<file path="src/owtr_pkg.sv">
package owtr_pkg;

  localparam int TIME_W = 20;
  localparam int ATT_W  = 8;
  localparam int TEMP_W = 16;
  localparam int CFG_W  = 20;
  localparam int CFG_IDX_W = 2;

  // bus timing in microseconds
  localparam logic [TIME_W-1:0] T_RST_LOW   = 20'd480;
  localparam logic [TIME_W-1:0] T_PRES_WAIT = 20'd70;
  localparam logic [TIME_W-1:0] T_RST_POST  = 20'd410;
  localparam logic [TIME_W-1:0] T_W1_LOW    = 20'd6;
  localparam logic [TIME_W-1:0] T_W1_HIGH   = 20'd64;
  localparam logic [TIME_W-1:0] T_W0_LOW    = 20'd60;
  localparam logic [TIME_W-1:0] T_W0_HIGH   = 20'd10;
  localparam logic [TIME_W-1:0] T_RD_LOW    = 20'd2;
  localparam logic [TIME_W-1:0] T_RD_REL    = 20'd11;
  localparam logic [TIME_W-1:0] T_RD_TAIL   = 20'd47;
  localparam logic [TIME_W-1:0] T_ONE       = 20'd1;

  localparam logic [7:0] CMD_ADDR_ALL = 8'hCC;
  localparam logic [7:0] CMD_CONVERT  = 8'h44;
  localparam logic [7:0] CMD_READ_SP  = 8'hBE;
  localparam logic [7:0] CRC_POLY     = 8'h8C;

  localparam logic [3:0] CMD_BYTES    = 4'd2;
  localparam logic [3:0] CRC_BYTE_IDX = 4'd8;

  localparam logic [TIME_W-1:0] CONVERT_WAIT_RST = 20'd750000;
  localparam logic [TIME_W-1:0] RETRY_WAIT_RST   = 20'd20000;
  localparam logic [ATT_W-1:0]  MAX_ATTEMPTS_RST = 8'd20;

  localparam logic [CFG_IDX_W-1:0] CFG_CONVERT_WAIT = 2'd0;
  localparam logic [CFG_IDX_W-1:0] CFG_RETRY_WAIT   = 2'd1;
  localparam logic [CFG_IDX_W-1:0] CFG_MAX_ATTEMPTS = 2'd2;

  typedef enum logic [4:0] {
    PH_IDLE    = 5'd0,
    PH_R1_LOW  = 5'd1,
    PH_R1_REL  = 5'd2,
    PH_R1_POST = 5'd3,
    PH_W1_LOW  = 5'd4,
    PH_W1_HIGH = 5'd5,
    PH_CONV    = 5'd6,
    PH_R2_LOW  = 5'd7,
    PH_R2_REL  = 5'd8,
    PH_R2_POST = 5'd9,
    PH_W2_LOW  = 5'd10,
    PH_W2_HIGH = 5'd11,
    PH_RD_LOW  = 5'd12,
    PH_RD_REL  = 5'd13,
    PH_RD_TAIL = 5'd14,
    PH_RETRY   = 5'd15
  } phase_t;

  typedef struct packed {
    logic [TIME_W-1:0] convert_wait_us;
    logic [TIME_W-1:0] retry_wait_us;
    logic [ATT_W-1:0]  max_attempts;
  } cfg_t;

  typedef struct packed {
    logic                     drive_low;
    logic                     busy_res;
    logic                     done_res;
    logic                     read_ok;
    logic signed [TEMP_W-1:0] temperature;
    logic                     have_value;
  } result_t;

  function automatic logic drives_low(input phase_t ph);
    return (ph == PH_R1_LOW) || (ph == PH_R2_LOW) || (ph == PH_W1_LOW) ||
           (ph == PH_W2_LOW) || (ph == PH_RD_LOW);
  endfunction

endpackage

</file>
<file path="src/owtr_in_if.sv">
interface owtr_in_if;
  logic valid;
  logic ready;
  logic opcode;
  logic line_level;

  modport source(output valid, output opcode, output line_level, input ready);
  modport sink(input valid, input opcode, input line_level, output ready);
endinterface

</file>
<file path="src/owtr_out_if.sv">
interface owtr_out_if;
  logic                                 valid;
  logic                                 ready;
  logic                                 drive_low;
  logic                                 busy_res;
  logic                                 done_res;
  logic                                 read_ok;
  logic signed [owtr_pkg::TEMP_W-1:0]   temperature;
  logic                                 have_value;

  modport source(output valid, output drive_low, output busy_res, output done_res,
                 output read_ok, output temperature, output have_value, input ready);
  modport sink(input valid, input drive_low, input busy_res, input done_res,
               input read_ok, input temperature, input have_value, output ready);
endinterface

</file>
<file path="src/onewire_temperature_reader_top.sv">
// channel   | dir | beat payload
// ----------+-----+----------------------------------------------------------
// items     | in  | opcode (tick / start), line_level
// results   | out | drive_low, busy_res, done_res, read_ok, temperature, have_value
// cfg       | in  | cfg_we, cfg_index, cfg_wdata (write only)
//
// One item per cycle unless stalled; its result is registered and shows in the next cycle.
// The sequencer state advances in the cycle an item is taken; one output register
// decouples the two sides.
// items.ready drops only while a result beat is held and results.ready is low.
// rst is synchronous: sequencer idle, config registers at their defaults, no result held.
module onewire_temperature_reader_top (
  input  logic                              clk,
  input  logic                              rst,
  owtr_in_if.sink                           items,
  owtr_out_if.source                        results,
  input  logic                              cfg_we,
  input  logic [owtr_pkg::CFG_IDX_W-1:0]    cfg_index,
  input  logic [owtr_pkg::CFG_W-1:0]        cfg_wdata
);

  owtr_pkg::cfg_t    cfg;
  owtr_pkg::result_t res;
  owtr_pkg::result_t out_q;
  logic              out_vld;
  logic              accept;

  assign items.ready = ~out_vld | results.ready;
  assign accept      = items.valid & items.ready;

  owtr_cfg_regs u_cfg (
    .clk       (clk),
    .rst       (rst),
    .cfg_we    (cfg_we),
    .cfg_index (cfg_index),
    .cfg_wdata (cfg_wdata),
    .cfg       (cfg)
  );

  owtr_seq u_seq (
    .clk        (clk),
    .rst        (rst),
    .accept     (accept),
    .opcode     (items.opcode),
    .line_level (items.line_level),
    .cfg        (cfg),
    .res        (res)
  );

  always_ff @(posedge clk) begin
    if (rst) begin
      out_vld <= 1'b0;
    end else if (accept) begin
      out_vld <= 1'b1;
    end else if (results.ready) begin
      out_vld <= 1'b0;
    end
  end

  always_ff @(posedge clk) begin
    if (accept) begin
      out_q <= res;
    end
  end

  assign results.valid       = out_vld;
  assign results.drive_low   = out_q.drive_low;
  assign results.busy_res    = out_q.busy_res;
  assign results.done_res    = out_q.done_res;
  assign results.read_ok     = out_q.read_ok;
  assign results.temperature = out_q.temperature;
  assign results.have_value  = out_q.have_value;

  a_ok_with_done: assert property (@(posedge clk) disable iff (rst)
    (out_vld && out_q.read_ok) |-> out_q.done_res)
    else $error("read_ok without done_res");

  a_done_not_busy: assert property (@(posedge clk) disable iff (rst)
    (out_vld && out_q.done_res) |-> !out_q.busy_res)
    else $error("done_res while still busy");

  a_ok_sets_value: assert property (@(posedge clk) disable iff (rst)
    (out_vld && out_q.read_ok) |-> out_q.have_value)
    else $error("good read without have_value");

endmodule

</file>
<file path="src/owtr_cfg_regs.sv">
module owtr_cfg_regs (
  input  logic                              clk,
  input  logic                              rst,
  input  logic                              cfg_we,
  input  logic [owtr_pkg::CFG_IDX_W-1:0]    cfg_index,
  input  logic [owtr_pkg::CFG_W-1:0]        cfg_wdata,
  output owtr_pkg::cfg_t                    cfg
);

  always_ff @(posedge clk) begin
    if (rst) begin
      cfg.convert_wait_us <= owtr_pkg::CONVERT_WAIT_RST;
      cfg.retry_wait_us   <= owtr_pkg::RETRY_WAIT_RST;
      cfg.max_attempts    <= owtr_pkg::MAX_ATTEMPTS_RST;
    end else if (cfg_we) begin
      unique case (cfg_index)
        owtr_pkg::CFG_CONVERT_WAIT: cfg.convert_wait_us <= cfg_wdata[owtr_pkg::TIME_W-1:0];
        owtr_pkg::CFG_RETRY_WAIT:   cfg.retry_wait_us   <= cfg_wdata[owtr_pkg::TIME_W-1:0];
        owtr_pkg::CFG_MAX_ATTEMPTS: cfg.max_attempts    <= cfg_wdata[owtr_pkg::ATT_W-1:0];
        default: ;  // unmapped index, dropped
      endcase
    end
  end

endmodule

</file>
<file path="src/owtr_seq.sv">
module owtr_seq (
  input  logic                 clk,
  input  logic                 rst,
  input  logic                 accept,
  input  logic                 opcode,
  input  logic                 line_level,
  input  owtr_pkg::cfg_t       cfg,
  output owtr_pkg::result_t    res
);

  owtr_pkg::phase_t                      phase, phase_next;
  logic [owtr_pkg::TIME_W-1:0]           time_count, time_count_next;
  logic [2:0]                            bit_count, bit_count_next;
  logic [3:0]                            byte_count, byte_count_next;
  logic [7:0]                            shift_byte, shift_byte_next;
  logic [7:0]                            crc_accum, crc_accum_next;
  logic [owtr_pkg::TEMP_W-1:0]           raw_capture, raw_capture_next;
  logic [owtr_pkg::ATT_W-1:0]            attempt_count, attempt_count_next;
  logic signed [owtr_pkg::TEMP_W-1:0]    last_temperature, last_temperature_next;
  logic                                  valid_seen, valid_seen_next;
  logic                                  presence_ok, presence_ok_next;

  logic [7:0]                  cmd_byte;
  logic                        cmd_bit;
  logic [owtr_pkg::TIME_W-1:0] duration;
  logic [owtr_pkg::TIME_W-1:0] time_inc;
  logic                        done, ok, drive;

  // command byte being shifted out: skip-ROM first, then convert or read-scratchpad
  always_comb begin
    if (byte_count == 4'd0) begin
      cmd_byte = owtr_pkg::CMD_ADDR_ALL;
    end else if (phase == owtr_pkg::PH_W1_LOW || phase == owtr_pkg::PH_W1_HIGH) begin
      cmd_byte = owtr_pkg::CMD_CONVERT;
    end else begin
      cmd_byte = owtr_pkg::CMD_READ_SP;
    end
  end

  assign cmd_bit  = cmd_byte[bit_count];
  assign time_inc = time_count + owtr_pkg::T_ONE;

  always_comb begin
    unique case (phase)
      owtr_pkg::PH_R1_LOW, owtr_pkg::PH_R2_LOW:   duration = owtr_pkg::T_RST_LOW;
      owtr_pkg::PH_R1_REL, owtr_pkg::PH_R2_REL:   duration = owtr_pkg::T_PRES_WAIT;
      owtr_pkg::PH_R1_POST, owtr_pkg::PH_R2_POST: duration = owtr_pkg::T_RST_POST;
      owtr_pkg::PH_W1_LOW, owtr_pkg::PH_W2_LOW:
        duration = cmd_bit ? owtr_pkg::T_W1_LOW : owtr_pkg::T_W0_LOW;
      owtr_pkg::PH_W1_HIGH, owtr_pkg::PH_W2_HIGH:
        duration = cmd_bit ? owtr_pkg::T_W1_HIGH : owtr_pkg::T_W0_HIGH;
      owtr_pkg::PH_CONV:    duration = cfg.convert_wait_us;
      owtr_pkg::PH_RD_LOW:  duration = owtr_pkg::T_RD_LOW;
      owtr_pkg::PH_RD_REL:  duration = owtr_pkg::T_RD_REL;
      owtr_pkg::PH_RD_TAIL: duration = owtr_pkg::T_RD_TAIL;
      owtr_pkg::PH_RETRY:   duration = cfg.retry_wait_us;
      default:              duration = owtr_pkg::T_ONE;
    endcase
  end

  always_comb begin
    phase_next            = phase;
    time_count_next       = time_count;
    bit_count_next        = bit_count;
    byte_count_next       = byte_count;
    shift_byte_next       = shift_byte;
    crc_accum_next        = crc_accum;
    raw_capture_next      = raw_capture;
    attempt_count_next    = attempt_count;
    last_temperature_next = last_temperature;
    valid_seen_next       = valid_seen;
    presence_ok_next      = presence_ok;
    done                  = 1'b0;
    ok                    = 1'b0;
    drive                 = owtr_pkg::drives_low(phase);

    if (opcode) begin
      if (phase == owtr_pkg::PH_IDLE) begin
        phase_next         = owtr_pkg::PH_R1_LOW;
        time_count_next    = '0;
        attempt_count_next = '0;
        presence_ok_next   = 1'b0;
      end
      drive = owtr_pkg::drives_low(phase_next);
    end else if (phase != owtr_pkg::PH_IDLE) begin
      // line samples land on the first tick of the post-reset and read-tail phases
      if (time_count == '0) begin
        if (phase == owtr_pkg::PH_R1_POST || phase == owtr_pkg::PH_R2_POST) begin
          presence_ok_next = ~line_level;
        end else if (phase == owtr_pkg::PH_RD_TAIL) begin
          if (byte_count < owtr_pkg::CRC_BYTE_IDX) begin
            crc_accum_next = {1'b0, crc_accum[7:1]} ^
                             ((crc_accum[0] ^ line_level) ? owtr_pkg::CRC_POLY : 8'h00);
          end
          shift_byte_next = {line_level, shift_byte[7:1]};
        end
      end

      if (time_inc >= duration) begin
        time_count_next = '0;
        unique case (phase)
          owtr_pkg::PH_R1_LOW: phase_next = owtr_pkg::PH_R1_REL;
          owtr_pkg::PH_R1_REL: phase_next = owtr_pkg::PH_R1_POST;
          owtr_pkg::PH_R1_POST: begin
            if (presence_ok_next) begin
              phase_next      = owtr_pkg::PH_W1_LOW;
              bit_count_next  = '0;
              byte_count_next = '0;
            end else begin
              phase_next = owtr_pkg::PH_RETRY;
            end
          end
          owtr_pkg::PH_W1_LOW: phase_next = owtr_pkg::PH_W1_HIGH;
          owtr_pkg::PH_W1_HIGH: begin
            bit_count_next  = bit_count + 3'd1;
            byte_count_next = byte_count + {3'b000, (bit_count_next == 3'd0)};
            if (byte_count_next >= owtr_pkg::CMD_BYTES) begin
              phase_next = owtr_pkg::PH_CONV;
            end else begin
              phase_next = owtr_pkg::PH_W1_LOW;
            end
          end
          owtr_pkg::PH_CONV:   phase_next = owtr_pkg::PH_R2_LOW;
          owtr_pkg::PH_R2_LOW: phase_next = owtr_pkg::PH_R2_REL;
          owtr_pkg::PH_R2_REL: phase_next = owtr_pkg::PH_R2_POST;
          owtr_pkg::PH_R2_POST: begin
            if (presence_ok_next) begin
              phase_next      = owtr_pkg::PH_W2_LOW;
              bit_count_next  = '0;
              byte_count_next = '0;
            end else begin
              phase_next = owtr_pkg::PH_RETRY;
            end
          end
          owtr_pkg::PH_W2_LOW: phase_next = owtr_pkg::PH_W2_HIGH;
          owtr_pkg::PH_W2_HIGH: begin
            bit_count_next  = bit_count + 3'd1;
            byte_count_next = byte_count + {3'b000, (bit_count_next == 3'd0)};
            if (byte_count_next >= owtr_pkg::CMD_BYTES) begin
              phase_next      = owtr_pkg::PH_RD_LOW;
              bit_count_next  = '0;
              byte_count_next = '0;
              shift_byte_next = '0;
              crc_accum_next  = '0;
            end else begin
              phase_next = owtr_pkg::PH_W2_LOW;
            end
          end
          owtr_pkg::PH_RD_LOW: phase_next = owtr_pkg::PH_RD_REL;
          owtr_pkg::PH_RD_REL: phase_next = owtr_pkg::PH_RD_TAIL;
          owtr_pkg::PH_RD_TAIL: begin
            bit_count_next = bit_count + 3'd1;
            phase_next     = owtr_pkg::PH_RD_LOW;
            if (bit_count_next == 3'd0) begin
              if (byte_count >= owtr_pkg::CRC_BYTE_IDX) begin
                // ninth byte is the CRC of the first eight
                if (crc_accum_next == shift_byte_next) begin
                  last_temperature_next = raw_capture;
                  valid_seen_next       = 1'b1;
                  phase_next            = owtr_pkg::PH_IDLE;
                  done                  = 1'b1;
                  ok                    = 1'b1;
                end else begin
                  phase_next = owtr_pkg::PH_RETRY;
                end
              end else begin
                if (byte_count == 4'd0) begin
                  raw_capture_next[7:0] = shift_byte_next;
                end else if (byte_count == 4'd1) begin
                  raw_capture_next[15:8] = shift_byte_next;
                end
                byte_count_next = byte_count + 4'd1;
              end
            end
          end
          owtr_pkg::PH_RETRY: begin
            attempt_count_next = attempt_count + 8'd1;
            if (attempt_count_next >= cfg.max_attempts) begin
              phase_next = owtr_pkg::PH_IDLE;
              done       = 1'b1;
            end else begin
              phase_next = owtr_pkg::PH_R1_LOW;
            end
          end
          default: phase_next = owtr_pkg::PH_IDLE;
        endcase
      end else begin
        time_count_next = time_inc;
      end
    end
  end

  always_comb begin
    res.drive_low   = drive;
    res.busy_res    = (phase_next != owtr_pkg::PH_IDLE);
    res.done_res    = done;
    res.read_ok     = ok;
    res.temperature = last_temperature_next;
    res.have_value  = valid_seen_next;
  end

  always_ff @(posedge clk) begin
    if (rst) begin
      phase            <= owtr_pkg::PH_IDLE;
      time_count       <= '0;
      bit_count        <= '0;
      byte_count       <= '0;
      shift_byte       <= '0;
      crc_accum        <= '0;
      attempt_count    <= '0;
      last_temperature <= '0;
      valid_seen       <= 1'b0;
      presence_ok      <= 1'b0;
    end else if (accept) begin
      phase            <= phase_next;
      time_count       <= time_count_next;
      bit_count        <= bit_count_next;
      byte_count       <= byte_count_next;
      shift_byte       <= shift_byte_next;
      crc_accum        <= crc_accum_next;
      attempt_count    <= attempt_count_next;
      last_temperature <= last_temperature_next;
      valid_seen       <= valid_seen_next;
      presence_ok      <= presence_ok_next;
    end
  end

  always_ff @(posedge clk) begin
    if (accept) begin
      raw_capture <= raw_capture_next;
    end
  end

endmodule
</file>
<file path="src/flat_wrapper.sv">
// flat-port wrapper written by rule: the top's interface ports become plain ports
module onewire_temperature_reader_top_flat 
  (clk, rst, cfg_we, cfg_index, cfg_wdata, items_valid, items_opcode, items_line_level, items_ready, results_valid, results_drive_low, results_busy_res, results_done_res, results_read_ok, results_temperature, results_have_value, results_ready);
  owtr_in_if items_i ();
  owtr_out_if results_i ();
  input  logic clk;
  input  logic rst;
  input  logic cfg_we;
  input  logic [owtr_pkg::CFG_IDX_W-1:0] cfg_index;
  input  logic [owtr_pkg::CFG_W-1:0] cfg_wdata;
  input wire logic [$bits(items_i.valid)-1:0] items_valid;
  input wire logic [$bits(items_i.opcode)-1:0] items_opcode;
  input wire logic [$bits(items_i.line_level)-1:0] items_line_level;
  output wire logic [$bits(items_i.ready)-1:0] items_ready;
  output wire logic [$bits(results_i.valid)-1:0] results_valid;
  output wire logic [$bits(results_i.drive_low)-1:0] results_drive_low;
  output wire logic [$bits(results_i.busy_res)-1:0] results_busy_res;
  output wire logic [$bits(results_i.done_res)-1:0] results_done_res;
  output wire logic [$bits(results_i.read_ok)-1:0] results_read_ok;
  output wire logic [$bits(results_i.temperature)-1:0] results_temperature;
  output wire logic [$bits(results_i.have_value)-1:0] results_have_value;
  input wire logic [$bits(results_i.ready)-1:0] results_ready;
  assign items_i.valid = items_valid;
  assign items_i.opcode = items_opcode;
  assign items_i.line_level = items_line_level;
  assign items_ready = items_i.ready;
  assign results_valid = results_i.valid;
  assign results_drive_low = results_i.drive_low;
  assign results_busy_res = results_i.busy_res;
  assign results_done_res = results_i.done_res;
  assign results_read_ok = results_i.read_ok;
  assign results_temperature = results_i.temperature;
  assign results_have_value = results_i.have_value;
  assign results_i.ready = results_ready;
  onewire_temperature_reader_top u_core (.clk(clk), .rst(rst), .items(items_i), .results(results_i), .cfg_we(cfg_we), .cfg_index(cfg_index), .cfg_wdata(cfg_wdata));
endmodule
</file>
<file path="config.mk">
export PLATFORM = sky130hd
export DESIGN_NAME = onewire_temperature_reader_top_flat
export DESIGN_NICKNAME = d
export VERILOG_FILES = /design/src/owtr_pkg.sv /design/src/owtr_in_if.sv /design/src/owtr_out_if.sv /design/src/onewire_temperature_reader_top.sv /design/src/owtr_cfg_regs.sv /design/src/owtr_seq.sv /design/src/flat_wrapper.sv
export SDC_FILE = /design/constraint.sdc
export NUM_CORES = 1
export LEC_CHECK = 0
export CORE_AREA = 5 5 140 176
export CTS_BUF_LIST = sky130_fd_sc_hd__clkbuf_4
export DETAILED_ROUTE_END_ITERATION = 8
export DIE_AREA = 0 0 145 181
export DONT_BUFFER_PORTS = 1
export PLACE_DENSITY = 0.53
export SYNTH_ARGS = -nofsm -noshare
export SYNTH_HDL_FRONTEND = slang
export SYNTH_HIERARCHICAL = 1
export SYNTH_SLANG_ARGS = --single-unit
</file>
<file path="constraint.sdc">
create_clock -name clk -period 11.95 [get_ports clk]
set_clock_uncertainty 0.15 [all_clocks]
set_input_delay 2.39 -clock clk [delete_from_list [all_inputs] [get_ports clk]]
set_output_delay 2.39 -clock clk [all_outputs]
set_load 0.005 [all_outputs]
</file>
; ---- After elaboration in Yosys (flattened, before gate mapping)
; Index checks and enable logic that the tools add are counted.
[totals]
elab_cells = 199
ff_bits = 160
output_inout_bits = 23
inputBits = 29
[classes]
n_bitwise = 12
order_cmp = 6
addsub = 5
n_reduce_logical = 41
n_mux = 85
eq_ne = 28
[ops]
columns = cell, count
row1 = $mux 8, 25
row2 = $pmux 20 s10, 1
row3 = $mux 16, 7
row4 = $mux 20, 4
row5 = $pmux 4 s15, 1
row6 = $eq 5x4->1 const B, 10
row7 = $mux 4, 8
row8 = $eq 5x3->1 const B, 6
row9 = $mux 5, 5
row10 = $mux 1, 23
row11 = $add 20x1->20 const B, 1
row12 = $ge 20x20->1, 1
row13 = $logic_not 20->1, 1
row14 = $pmux 4 s4, 1
row15 = $reduce_and 8->1, 2
row16 = $mux 3, 4
row17 = $reduce_or 2->1, 6
row18 = $eq 5x1->1 const B, 2
row19 = $eq 5x2->1 const B, 2
row20 = $logic_or 1x1->1, 10
row21 = $reduce_bool 5->1, 2
row22 = $pmux 3 s3, 1
row23 = $reduce_and 9->1, 1
row24 = $add 8x1->8 const B, 1
row25 = 37 further kinds, 52

; ---- Logic depth before layout (Yosys ltp)
; Gate-level depths: netlist of run 1.
[logic_depth]
word_depth = 18
mapped_depth = 22
depth_no_buf = 19

; ---- By module
; Netlist of run 1, hierarchy kept.
[modules_own_cells]
columns = module, area_per_inst_um2, seq_area_each_um2, cells_each, n_inst
row1 = owtr_seq, 6244.7, 1961.9, 751, 1
row2 = owtr_cfg_regs, 2001.9, 960.9, 197, 1
row3 = onewire_temperature_reader_top, 685.7, 650.6, 26, 1

; ---- Least setup slack after synthesis of run 1
; OpenSTA, ideal clock, no wires.
[synth_path]
path_kind = input to register
startpoint = in items_line_level
endpoint = reg u_core.out_q, in the netlist u_core/results.temperature[0], data pin
required_ps = 11540
setup_ps = 260
setup_slack_ps = 6812
arrival_ps = 4728
stages = 9
path_buffers = 1
path_cell_list = xnor2_1 > xnor2_1 > xnor2_1 > a211oi_1 > or4_4 > or3_4 > nor2_2 > buf_4 > mux2_2
[synth_rtl]
columns = item, line_no
row1 = "start, declared", flat_wrapper.sv:13  ; input wire logic [$bits(items_i.line_level)-1:0] items_line_level;
row2 = "end signal, assigned", onewire_temperature_reader_top.sv:62  ; out_q <= res;
row3 = "end, declared", onewire_temperature_reader_top.sv:24  ; owtr_pkg::result_t out_q;

==> qor.csv, run 1 <==
metric;value;unit
run status;finished clean;
first-pass GRT wire length;34700;um
total die area;0.0262;mm^2
initial cell density of the core;0.393;
count of port buffers added during placement;0;
cell row count;62;
Mean Syn Cell Area;9.17;um^2
final-report setup violation count;0;
detailed route wirelength on metal2;10200;um
M1 WL;9840;um
share of post-route cells with drive strength above 1;0.0859;
area growth from synthesis to final layout;4.59;%
count of unresolved DRC violations after routing;0;
slew at the pin closest to its max-slew limit;968;ps
final count of pins violating max slew;0;
Cells after DPL;1199;
Mapped Cells;974;
drt wl/cell;17.0;um
per-cell via count in the routed design;5.48;
worst-case register-to-register setup slack;6100;ps
Hold/Removal Path Class;register to register;
non-filler cells in the finished layout;1232;
unrepaired setup endpoints after global routing;no;
Worst IR Drop VDD;0.0758;mV
worst path setup slack after routing;6100;ps
number of failing hold endpoints at the final stage;0;
I/O pin count;52;
htree depth;4;
area of the mapped netlist;0.00893;mm^2
leading register cell type out of synthesis;dfxtp_1;
Initial DRC Count;410;
clock tree from TritonCTS;yes;
largest cells by area after synthesis;dfxtp_1 28%, edfxtp_1 12%, mux2i_1 8.3%, ha_1 5.3%, nor2_1 5.0%;
leakage power;3.62;nW
insertion delay to the later sink of the worst-skew pair;580;ps
worst hold slack across all endpoints;312;ps
worst slew slack as a fraction of its limit;0.355;
final RePlAce weighted congestion;0.853;
clock root buffer master;clkbuf_4;
cell type with the highest aggregate area in the netlist;dfxtp_1;
wirelength, routed;21000;um
total vias in the final route;6753;
top-count cell post-synth;dfxtp_1;
drt first pass iters;5;
number of global-route vias before repair;6610;
proportion of synthesized flip-flops having asynchronous set or reset;0;
antenna viol nets, final;0;
Distinct cells, synth;71;
Seq/Total Area, Yosys;0.400;
Crit path arrival time;6050;ps
initial antenna violation count;1;
maximum number of pins on one net before global-route repair;157;
top cells by instance count after synthesis;123 x dfxtp_1, 120 x nor2_1, 74 x mux2i_1;
final HPWL from detailed placement;14500;um
number of sinks on the clock net;160;
final setup TNS;0;ps
Nets;997;
dpl ws;6120;ps
Post-Syn Nets;1041;
Setup crit start kind;register;
hold bufs inserted after CTS;0;
standard cell core area;0.0227;mm^2
met3 wire len;629;um
kind of capture point of the worst setup path;register;
number of synthesis warnings;6;
number of CTS-inserted buffers;17;
maximum clock rate;0.171;GHz
Yosys top cell area share;0.276;
All-Layer GR Usage;0.158;
post-route fraction of the period consumed by the critical path;0.490;
chip height;181;um
Bufs on Longest Clock Path;2;
# resized after CTS;0;
Tmin final;5850;ps
clock-pin slew on the worst setup and hold paths;160;ps
width of the die;145;um
total of max-cap violations;0;
flops & latches, synth;160;
critical path peak fanout;24;
CP Class;register to register;
power density over cell area;106;mW/mm^2
overflow left after global routing;0;
uppermost layer routed;met4;
number of enable-type register cells in the synthesized netlist;37;
Post-CTS Setup Repair Bufs;0;
Crit path required time;12150;ps
path summary, 6_finish.rpt:
check / endpoint / depth (start not counted) / start
setup reg to reg: u_core/results.temperature[5]$_DFFE_PP_ / 16 / u_core/u_seq/phase[2]$_SDFFE_PP0P_
setup / recovery: u_core/results.temperature[5]$_DFFE_PP_ / 16 / u_core/u_seq/phase[2]$_SDFFE_PP0P_
hold / removal: u_core/u_seq/shift_byte[0]$_SDFFE_PP0P_ / 2 / u_core/u_seq/shift_byte[0]$_SDFFE_PP0P_
hold reg to reg: u_core/u_seq/shift_byte[0]$_SDFFE_PP0P_ / 2 / u_core/u_seq/shift_byte[0]$_SDFFE_PP0P_
routing by layer:
metal / vias up / GRT usage
li1: 3399 / -
met1: 3206 / 0.203
met2: 127 / 0.267
met3: 21 / 0.0326
met4: 0 / 0.0475
met5: - / 0
where the power goes:
group | switching (mW) | internal, mW
clock | 0.238 | 0.139
combinational | 0.0260 | 0.0190
sequential | 0.00658 | 0.562
area by class of cell:
cell class	instances	area, um^2
repair buffers	3	22.5
flip-flops and latches	160	3570
multi-input cells	722	4940
clock buffers	17	128
clock inverters	15	218
fillers	2293	13400
diodes	1	2.50
well taps	288	360
inverters	26	97.6
flip-flops by register name, summed over array words and instances, names as in the netlist:
| register | flops |
|---|---|
| u_core/u_seq/bit_count | 3 |
| u_core/u_seq/raw_capture | 16 |
| u_core/results.have_value | 1 |
| u_core/u_seq/shift_byte | 8 |
| u_core/results.drive_low | 1 |
| u_core/results.busy_res | 1 |
| u_core/u_seq/presence_ok | 1 |
| u_core/results.read_ok | 1 |
| u_core/results.temperature | 16 |
| u_core/u_seq/attempt_count | 8 |
| u_core/u_seq/time_count | 20 |
| u_core/results.valid | 1 |
| u_core/u_cfg/cfg | 48 |
| u_core/results.done_res | 1 |
| u_core/u_seq/phase | 5 |
| u_core/u_seq/crc_accum | 8 |
| u_core/u_seq/last_temperature | 16 |
| u_core/u_seq/byte_count | 4 |
| u_core/u_seq/valid_seen | 1 |
stage by stage:
stage	power (mW)	util	instance area [um^2]
after floorplan	0.622	-	8930
after global routing	1.03	0.411	9340
after CTS	1.00	0.411	9340
final	0.991	0.411	9340
after global placement	0.626	0.396	8990
after detailed placement	0.626	0.396	8990
placed cells by master, fill, tap and decap left out, types with 8 or more instances in the layout:
cell,synthesis,layout
dfxtp_1,123,123
nor2_1,120,120
mux2i_1,74,74
nand2b_1,59,59
nand2_1,55,55
a22oi_1,45,45
a21oi_1,43,43
o21ai_0,40,39
ha_1,38,38
edfxtp_1,37,37
inv_1,25,25
nand3_1,25,25
xnor2_1,23,23
mux2_2,23,23
clkbuf_4,0,17
xor2_1,17,17
nor3_1,17,17
a211oi_1,10,10
and3_1,10,10
nor4_1,8,8
nor2b_1,8,8
logic make-up after synthesis:
group                    after synthesis  synth area share
AO/OA/AOI/OAI                        188             0.138
XOR/XNOR                              40            0.0392
adder cells (fa/ha/maj)               38            0.0532
buffers and inverters                 92            0.0475
flip-flops                           160             0.400
multiplexers                          97             0.112
AND/OR/NAND/NOR                      359             0.210
worst max-delay path: stages, from the launching register on:
cell and delay, ps:
dfxtp_1 920, nor4b_1 510, nor2b_1 80, o21ai_0 160
nand2_1 60, o21ai_1 340, nor2_1 120, a2111oi_0 510
ha_1 280, a21o_1 130, a2111oi_0 90, nor4_1 210
a211oi_1 180, nor2_1 520, nand2_1 210, nor2_2 730
mux2_2 420
Power figures use the tool's default switching activity.
==> run 2: changes to the inputs <==
Settings changed: ABC_AREA set to 1, CORE_AREA 5 5 140 176 to 5 5 143 179, DIE_AREA 0 0 145 181 to 0 0 148 184, PLACE_DENSITY 0.53 to 0.55.
Clock period 11.95 ns to 4.91 ns, I/O delays scaled along.
==> run 2 against run 1 <==
Final cell count increased by 31%. Hold slack improved by 0.57 ps. Clock power increased by 130%. Largest cell class unchanged.
==> qor.csv, run 2 <==
metric;value;unit
post-synthesis simple-gate area fraction;0.291;
Largest register FFs;48;
area of the mapped netlist;0.00934;mm^2
htree depth;4;
final-report setup violation count;0;
commonest cells after routing, fill and taps aside;349 x nand2_1, 192 x inv_1, 129 x nor2_1, 123 x dfxtp_1, 99 x a21oi_1;
post-route fraction of the period consumed by the critical path;0.879;
first-pass GRT wire length;38200;um
largest incremental delay on the critical path;580;ps
clock-pin slew on the worst setup and hold paths;140;ps
total vias in the final route;7986;
non-filler cells in the finished layout;1618;
Yosys top cell area share;0.264;
number of failing hold endpoints at the final stage;0;
power density over cell area;260;mW/mm^2
worst slew slack as a fraction of its limit;0.456;
Bufs on Longest Clock Path;2;
count of unresolved DRC violations after routing;0;
cell type with the highest aggregate area in the netlist;dfxtp_1;
adder-cell share of the synthesized area;0.0509;
Worst Setup SP;u_core/u_seq/time_count[2]$_SDFFE_PP0P_;
routing usage on met2;0.307;
total of max-cap violations;0;
run status;finished clean;
Crit path arrival time;4640;ps
drt wl/cell;14.1;um
count of port buffers added during placement;0;
Tmin final;4320;ps
initial antenna violation count;1;
Post-Syn Nets;1401;
slew at the pin closest to its max-slew limit;813;ps
Setup crit start kind;register;
wirelength, routed;22800;um
area growth from synthesis to final layout;5.05;%
Post-Synth XOR/XNOR Area;0.0244;
final HPWL from detailed placement;16200;um
cell-by-cell listing of the critical path;inv_1, nor3_1, nand3_1, nor3_1, nand3_1, nor2_1, nand2_1, xor2_1, ha_1, nand4_1, inv_1, a21oi_1, a21boi_0, nand3_1, nand2_1, nor2_8, o21ai_2, o21ai_1, inv_1;
GRT busiest layer;met2;
largest cells by area after synthesis;dfxtp_1 26%, nand2_1 14%, edfxtp_1 12%, inv_1 7.7%, a21oi_1 5.4%;
kind of capture point of the worst setup path;register;
Worst IR Drop VDD;0.136;mV
number of sinks on the clock net;160;
total die area;0.0272;mm^2
number of synthesis warnings;6;
routing usage on met1;0.206;
register name with the most flops;u_core/u_cfg/cfg;
Initial DRC Count;464;
unrepaired setup endpoints after global routing;no;
share of post-route cells with drive strength above 1;0.0906;
utilization of the core after routing;0.416;
Crit path required time;5230;ps
All-Layer GR Usage;0.171;
per-cell via count in the routed design;4.94;
width of the die;148;um
drt first pass iters;5;
most common cell after layout, fill and taps aside;nand2_1;
dpl ws;502;ps
clock tree from TritonCTS;yes;
leakage power;4.59;nW
Seq/Total Area, Yosys;0.382;
leading register cell type out of synthesis;dfxtp_1;
chip height;184;um
Nets;1379;
proportion of synthesized flip-flops having asynchronous set or reset;0;
complex-gate fraction of the synthesized area;0.133;
antenna viol nets, final;0;
final setup TNS;0;ps
number of CTS-inserted buffers;17;
CP Class;register to register;
top cells by instance count after synthesis;349 x nand2_1, 192 x inv_1, 130 x nor2_1;
number of enable-type register cells in the synthesized netlist;37;
number of global-route vias before repair;7653;
Hold/Removal Path Class;input pin to register;
worst path setup slack after routing;592;ps
Post-CTS Setup Repair Bufs;0;
overflow left after global routing;0;
Distinct cells, synth;45;
filler cell count;2474;
final count of pins violating max slew;0;
initial cell density of the core;0.396;
Mapped Cells;1334;
Critical Path Slowest Stage Cell;nor2_8;
Mean Syn Cell Area;7.00;um^2
maximum number of pins on one net before global-route repair;72;
Worst Hold Launch;rst;
Cells after DPL;1585;
cell row count;63;
critical path peak fanout;33;
FF-to-FF path depth;19;
met3 capacity usage during global routing;0.0298;
final RePlAce weighted congestion;0.876;
clock root buffer master;clkbuf_4;
I/O pin count;52;
number of cells on the worst hold path;1;
insertion delay to the later sink of the worst-skew pair;570;ps
flops & latches, synth;160;
combinational family with the most area after synthesis;simple AND/OR/NAND/NOR gates;
mux cell area share after synthesis;0;
standard cell core area;0.0236;mm^2
beginning of the worst register-to-register path;u_core/u_seq/time_count[2]$_SDFFE_PP0P_;
Top Registers;u_core/u_cfg/cfg: 48 flops, u_core/u_seq/time_count: 20 flops;
top-count cell post-synth;nand2_1;
maximum clock rate;0.232;GHz
run 2: kinds of logic after synthesis:
group / Yosys count
simple gates: 635
fa+ha+maj: 38
compound gates: 212
buf+inv: 263
xor+xnor: 26
flops: 160
run 2: worst max-delay path: cells and delay by family (launching register included):
family	cells	cell delay, ps
simple gates	10	2470
compound gates	4	430
flops	1	430
fa+ha+maj	1	330
buf+inv	3	220
xor+xnor	1	170
run 2: what timing repair did:
action	4_1_cts	5_1_grt
endpoints found under the setup margin	0	5
hold buffers	0	0
resized for setup	0	1
hold endpoints to repair	0	0
run 2: power by group:
group          switching (mW)  total, mW  internal (mW)
logic                   0.186      0.274         0.0877
clock network           0.534      0.864          0.330
registers              0.0245       1.42           1.39
run 2: worst paths after layout:
| check | end | slack (ps) |
|---|---|---|
| min | u_core/results.valid$_SDFFE_PP0P_ | 310 |
| max reg2reg | u_core/u_seq/last_temperature[11]$_SDFFE_PP0P_ | 590 |
| min reg2reg | u_core/u_seq/valid_seen$_SDFFE_PP0P_ | 310 |
| max | u_core/u_seq/last_temperature[11]$_SDFFE_PP0P_ | 590 |
run 2: layout make-up:
| cell class | instances | area [um^2] | area share |
|---|---|---|---|
| clock inverter | 14 | 173 | 0.0176 |
| tap | 292 | 365 | 0.0372 |
| clock buffer | 18 | 135 | 0.0138 |
| multi-input combinational | 911 | 4670 | 0.476 |
| antenna | 1 | 2.50 | 0.000255 |
| timing repair buffer | 17 | 128 | 0.0130 |
| inverter | 205 | 769 | 0.0784 |
| sequential | 160 | 3570 | 0.364 |
run 2: per-layer routing:
| layer | part of all wire | vias to the layer above | wire, um |
|---|---|---|---|
| li1 | - | 4214 | - |
| met1 | 0.44 | 3594 | 9970 |
| met2 | 0.51 | 145 | 11700 |
| met3 | 0.029 | 33 | 668 |
| met4 | 0.022 | 0 | 506 |
| met5 | 0 | - | 0 |
run 2: through the flow:
| step | power (mW) | area [um^2] | hold slack [ps] |
|---|---|---|---|
| finish | 2.56 | 9820 | 313 |
| global route | 2.69 | 9820 | 242 |
| CTS | 2.60 | 9810 | 260 |
| detailed placement | 1.72 | 9500 | 295 |
| global placement | 1.72 | 9500 | 289 |
| floorplan | 1.67 | 9340 | 279 |
